$ cat src/sv/wlbs_pkg.sv
// ---------------------------------------------------------------------------
// wlbs_pkg: shared types and constants of the weighted load balance scheduler
// Holds field widths, status codes and the sequencer state type.
// ---------------------------------------------------------------------------
package wlbs_pkg;

  localparam int unsigned MaxProcs = 16;
  localparam int unsigned NumTypes = 4;
  localparam int unsigned CntW     = 31;
  localparam int unsigned WgtW     = 16;
  localparam int unsigned ProcW    = 4;
  localparam int unsigned LoadW    = $clog2(MaxProcs + 1);
  localparam int unsigned TypeW    = 2;
  localparam int unsigned SumW     = CntW + $clog2(MaxProcs);
  localparam int unsigned WremW    = WgtW + $clog2(MaxProcs);
  localparam int unsigned DvdW     = SumW + WgtW + 1;
  localparam int unsigned KeyW     = SumW + 2;
  localparam int unsigned MaxXfers = 60;
  localparam int unsigned XferW    = 6;
  localparam int unsigned StatW    = 2;

  localparam logic [StatW-1:0] StatOk       = 2'd0;
  localparam logic [StatW-1:0] StatZeroWt   = 2'd1;
  localparam logic [StatW-1:0] StatOverflow = 2'd2;

  typedef enum logic [4:0] {
    S_IDLE,
    S_LOAD,
    S_SUM_RD,
    S_SUM_ACC,
    S_GOAL_INIT,
    S_GOAL_RD,
    S_GOAL_MUL,
    S_GOAL_DIV,
    S_GOAL_WR,
    S_CHECK,
    S_SORT_I,
    S_SORT_LD,
    S_SORT_J,
    S_SORT_CMP,
    S_SORT_WB,
    S_PR_S,
    S_PR_SL,
    S_PR_IN,
    S_PR_L,
    S_NEXT,
    S_CLOSE
  } state_e;

  typedef struct packed {
    logic start;
    logic busy;
    logic done;
  } div_ctl_t;

endpackage

$ cat src/sv/wlbs_div.sv
// ---------------------------------------------------------------------------
// wlbs_div: restoring divider
// Unsigned divide, one quotient bit per cycle, used for goal apportionment.
// ---------------------------------------------------------------------------
module wlbs_div (
  input  logic                           clk_i,
  input  logic                           rst_ni,
  input  logic                           start_i,
  input  logic [wlbs_pkg::DvdW-1:0]      dividend_i,
  input  logic [wlbs_pkg::WremW-1:0]     divisor_i,
  output wlbs_pkg::div_ctl_t             ctl_o,
  output logic [wlbs_pkg::DvdW-1:0]      quot_o
);

  localparam int unsigned CntBits = $clog2(wlbs_pkg::DvdW + 1);

  logic                          busy_q, busy_d;
  logic                          done_q, done_d;
  logic [CntBits-1:0]            cnt_q, cnt_d;
  logic [wlbs_pkg::DvdW-1:0]     quo_q, quo_d;
  logic [wlbs_pkg::WremW:0]      rem_q, rem_d;
  logic [wlbs_pkg::WremW-1:0]    dsr_q, dsr_d;
  logic [wlbs_pkg::WremW:0]      rem_sh;
  logic [wlbs_pkg::WremW:0]      rem_sub;
  logic                          fits;

  assign rem_sh  = {rem_q[wlbs_pkg::WremW-1:0], quo_q[wlbs_pkg::DvdW-1]};
  assign fits    = rem_sh >= {1'b0, dsr_q};
  assign rem_sub = rem_sh - {1'b0, dsr_q};

  always_comb begin
    busy_d = busy_q;
    done_d = 1'b0;
    cnt_d  = cnt_q;
    quo_d  = quo_q;
    rem_d  = rem_q;
    dsr_d  = dsr_q;
    if (start_i && !busy_q) begin
      busy_d = 1'b1;
      cnt_d  = '0;
      quo_d  = dividend_i;
      rem_d  = '0;
      dsr_d  = divisor_i;
    end else if (busy_q) begin
      rem_d = fits ? rem_sub : rem_sh;
      quo_d = {quo_q[wlbs_pkg::DvdW-2:0], fits};
      cnt_d = cnt_q + 1'b1;
      if (cnt_q == CntBits'(wlbs_pkg::DvdW - 1)) begin
        busy_d = 1'b0;
        done_d = 1'b1;
      end
    end
  end

  always_ff @(posedge clk_i or negedge rst_ni) begin
    if (!rst_ni) begin
      busy_q <= 1'b0;
      done_q <= 1'b0;
      cnt_q  <= '0;
    end else begin
      busy_q <= busy_d;
      done_q <= done_d;
      cnt_q  <= cnt_d;
    end
  end

  always_ff @(posedge clk_i) begin
    quo_q <= quo_d;
    rem_q <= rem_d;
    dsr_q <= dsr_d;
  end

  assign ctl_o.start = start_i;
  assign ctl_o.busy  = busy_q;
  assign ctl_o.done  = done_q;
  assign quot_o      = quo_q;

  a_done_after_busy: assert property (@(posedge clk_i) disable iff (!rst_ni)
    done_q |-> $past(busy_q)) else $error("divider done without a run");
  a_count_bound: assert property (@(posedge clk_i) disable iff (!rst_ni)
    busy_q |-> cnt_q < CntBits'(wlbs_pkg::DvdW)) else $error("divider count overrun");
  a_no_restart: assert property (@(posedge clk_i) disable iff (!rst_ni)
    (busy_q && !done_d) |=> busy_q) else $error("divider dropped busy early");

endmodule

$ cat config.mk
export PLATFORM = sky130hd
export DESIGN_NAME = wlbs_div
export DESIGN_NICKNAME = d
export VERILOG_FILES = /design/src/sv/wlbs_pkg.sv /design/src/sv/wlbs_div.sv
export SDC_FILE = /design/constraint.sdc
export NUM_CORES = 1
export LEC_CHECK = 0
export BUFFER_PORTS_ARGS = -buffer_cell sky130_fd_sc_hd__buf_2
export CORE_MARGIN = 3
export CORE_UTILIZATION = 45
export DETAILED_ROUTE_END_ITERATION = 16
export PLACE_DENSITY = 0.71
export SLEW_MARGIN = 40
export SYNTH_ARGS = -nofsm -noshare
export SYNTH_HDL_FRONTEND = slang
export SYNTH_SLANG_ARGS = --single-unit
$ cat constraint.sdc
create_clock -name clk_i -period 5.7 [get_ports clk_i]
set_input_delay 0.285 -clock clk_i [delete_from_list [all_inputs] [get_ports clk_i]]
set_output_delay 0.285 -clock clk_i [all_outputs]
set_load 0.02 [all_outputs]
==> impl_summary.txt <==
----------------------------------------------------
[Worst setup path]
  Slowest Stage Delay on Critical Path ... 0.59 ns
  Worst reg2reg path startpoint ... dsr_q[3]
  Dominant delay contributor by cell family on the critical path ... compound AO/OA/AOI/OAI gates
  Number of buffer and inverter instances along the worst setup path ... 2
  Worst flop-to-flop path endpoint ... rem_q[5]
  Reg2reg setup slack ... 2.77 ns
  Crit-path slowest cell ... o31ai_4
  Class of the most critical setup path ... flop to flop
  Startpoint class of the critical path ... flop
  Data required time at the worst endpoint ... 5.94 ns
  CP cell instances ... inv_1 > ha_1 > and3_1 > o21ai_1 > a21boi_2 > nor3_4 > o31ai_4 > buf_4 > mux2_2 > a22o_1
  Signal arrival time at the worst endpoint ... 3.16 ns
  Highest net fanout along the worst path ... 16
  Type of element capturing the critical path ... flop
  Depth of the most critical reg-to-reg path ... 10

[Synth]
  Post-synthesis net count ... 620
  Flip-flop and latch count after synthesis ... 100
  Seq/Total Area, Yosys ... 53.8%
  Mapped Area ... 5130 um2
  Unique masters post-synth ... 56
  Count of synthesis-stage warnings from yosys ... 0
  Xor-xnor portion of the synthesized cell area ... 2.73%
  Multiplexer share of the synthesized area ... 2.27%
  Portion of synthesized cell area occupied by the leading cell type ... 42.1%
  EDFF count, synth ... 72
  Synthesized-area fraction occupied by and/or/nand/nor cells ... 18.9%
  Cells after synthesis ... 523
  Syn_area_per_cell ... 9.82 um2
  Post-synth top area cell ... edfxtp_1
  Combinational family with the most area after synthesis ... simple AND/OR/NAND/NOR gates
  Synthesized-area fraction occupied by ao, oa, aoi and oai cells ... 12.2%
  Leading register cell type out of synthesis ... edfxtp_1
  Adder-cell share of the synthesized area ... 5.51%
  Proportion of register bits with asynchronous set or reset after synthesis ... 8.00%
  Cells taking the most area after synthesis ... edfxtp_1, nand2_1, dfxtp_1

[Power]
  Part of the total power dissipated in combinational logic ... 47.9%
  Register share of total power ... 36.7%
  Reported net switching power ... 0.00151 W
  Fraction of power spent switching nets ... 40.5%
  Power share of the clock group ... 15.4%
  Worst IR Drop VDD ... 0.000343 V
  Pwr/cell area ... 604 nW/um2
  Static Leakage ... 2.91 nW
  Internal power ... 0.00221 W

[STA]
  Relative slew slack ... 54.7%
  Count of endpoints failing setup in the final report ... 0
  Worst-Margin Slew ... 0.680 ns
  Achievable clock frequency ... 341 MHz
  Setup repair after global routing missed its margin ... false
  Tcrit/Tclk final ... 51.4%
  Count of endpoints failing hold in the final timing report ... 0
  Worst Skew ... 0.0152 ns
  Final Max Slew Viols ... 0
  PnR worst setup slack ... 2.77 ns
  Final hold slack ... 0.111 ns
  Final critical-path required period ... 2.93 ns
  Final TNS setup ... 0 ns

[Cells and area]
  Final core area utilization ... 56.0%
  Count of fill cells added during filler insertion ... 995
  Fraction of layout instances using a drive strength above 1 ... 25.1%
  Design area ... 6150 um2
  Number of nets in the finished design ... 741
  Antenna fix cells ... 0
  Most used cells in the layout excluding fill and tap cells ... nand2_1, buf_2, edfxtp_1, inv_1, a21oi_1
  Post-synthesis to final-layout area growth ... 19.7%
  Most frequent standard cell in the layout excluding fill and tap cells ... nand2_1

[Clocking]
  Cts-stage hold buffer count ... 1
  Number of setup buffers added after CTS ... 0
  CTS Buf Count ... 9
  Post-cts gate resize count ... 0
  Cell at the root of the clock tree ... clkbuf_16
  Maximum level of the CTS H-tree ... 3
  Maximum buffer depth of the clock tree ... 2
  Clock tree from TritonCTS ... built
  Clock slew at the register clock pins of the worst setup and hold paths ... 0.07 ns
  Number of sinks driven by the clock tree ... 100
  Worst skew pair latency ... 0.35 ns

[Route]
  WL final ... 11.8 mm
  DRC violation count after routing ... 0
  Number of routed nets with antenna violations ... 0
  Initial drt markers ... 219
  Detailed-route wire length per cell ... 14.9 um
  Total iterations of the first detailed-routing run ... 5
  Vias ... 4128
  Ratio of routed vias to standard cells ... 5.23

[Global route]
  Pin count of the biggest net entering global routing ... 57
  Total grt overflow ... 0
  Number of antenna violations at the first check in global routing ... 0
  Wire length of the first global-routing pass ... 19.7 mm
  Tot GR Track Use ... 19.1%
  Number of global-route vias before repair ... 4145

[Placement]
  Post-Place Cell Area ... 5870 um2
  Routability cong. ... 0.824
  Post-placement worst setup slack ... 2.77 ns
  Post-detail-place hpwl ... 8.31 mm
  Count of input and output buffers ... 129

[Floorplanning]
  Core Region ... 11000 um2
  Initial core utilization ... 46.7%
  Horizontal die dimension ... 113 um
  Area enclosed by the die boundary ... 12700 um2
  Number of I/O pins ... 130
  Placement Rows ... 38
  Chip Height ... 113 um

[Status]
  Status ... complete, no violations

[Hold path]
  Hold Path Origin ... divisor_i[3]
  Hold endpoint ... dsr_q[3]
  Number of cells on the worst hold path ... 1
  Kind of path behind the tightest hold check ... primary input to flop

[Flow run]
  MaxCap Viol Count ... 0

----------------------------------------------------
-- synthesized netlist by cell type (4+ instances only) --
library cell,n
nand2_1,176
edfxtp_1,72
inv_1,28
a21oi_1,24
nor2_1,23
ha_1,21
dfxtp_1,20
clkbuf_1,16
a22o_1,12
o21ai_0,11
xnor2_1,9
dfrtp_1,8
nand3_1,8
o21a_1,7
xor2_1,7
o21ai_1,6
buf_4,5
nand4_1,5
nor2b_1,4
-- layer usage --
metal	up-vias	part of all wire [%]	global-route usage [%]
met4	0	0.93	4.41
met3	8	8.3	7.97
met5	-	0	0
met1	1947	43	24.5
met2	135	48	30.4
li1	2038	-	-
-- per-stage QoR --
| step | total power, W | instances |
|---|---|---|
| CTS | 0.00374 | 789 |
| detailed placement | 0.00315 | 772 |
| finish | 0.00372 | 789 |
| global route | 0.00400 | 789 |
| floorplan | 0.00270 | 523 |
| global placement | 0.00309 | 772 |
-- registers in the layout (all words and copies together), names as in the netlist --
register	flops
rem_q	20
busy_q	1
cnt_q	6
done_q	1
quot_o	52
dsr_q	20
-- worst max path at each step --
stage	startpoint	endpoint	slack, ns	cells after the start
6_report	dsr_q[3]	rem_q[5]	2.77	10
5_1_grt	dsr_q[3]	rem_q[5]	2.59	10
3_3_place_gp	dsr_q[3]	rem_q[5]	2.88	10
3_5_place_dp	dsr_q[3]	rem_q[5]	2.77	10
4_1_cts	dsr_q[3]	rem_q[5]	2.75	10
2_1_floorplan	quot_o[51]	rem_q[16]	3.37	11
-- layout make-up --
| cell class | count | area [um2] | share of cell area (%) |
|---|---|---|---|
| sequential | 100 | 2760 | 44.9 |
| clock inverter | 5 | 35.0 | 0.570 |
| clock buffer | 11 | 233 | 3.79 |
| timing repair buffer | 134 | 686 | 11.2 |
| inverter | 29 | 111 | 1.81 |
| multi-input combinational | 370 | 2140 | 34.9 |
| tap | 140 | 175 | 2.85 |
-- power groups by stage --
stage          combinational (W)  clock (W)  sequential, W
2_1_floorplan            0.00111          0        0.00158
3_3_place_gp             0.00173          0        0.00136
3_5_place_dp             0.00179          0        0.00136
4_1_cts                  0.00178   0.000589        0.00136
5_1_grt                  0.00198   0.000615        0.00141
6_report                 0.00178   0.000572        0.00136
-- kinds of logic after synthesis --
family / Yosys count
flip-flops: 100
adder cells (fa/ha/maj): 22
buffers and inverters: 53
AND/OR/NAND/NOR: 233
AO/OA/AOI/OAI: 89
XOR/XNOR: 16
multiplexers: 10
No activity file was read; power rests on OpenSTA's default activity.
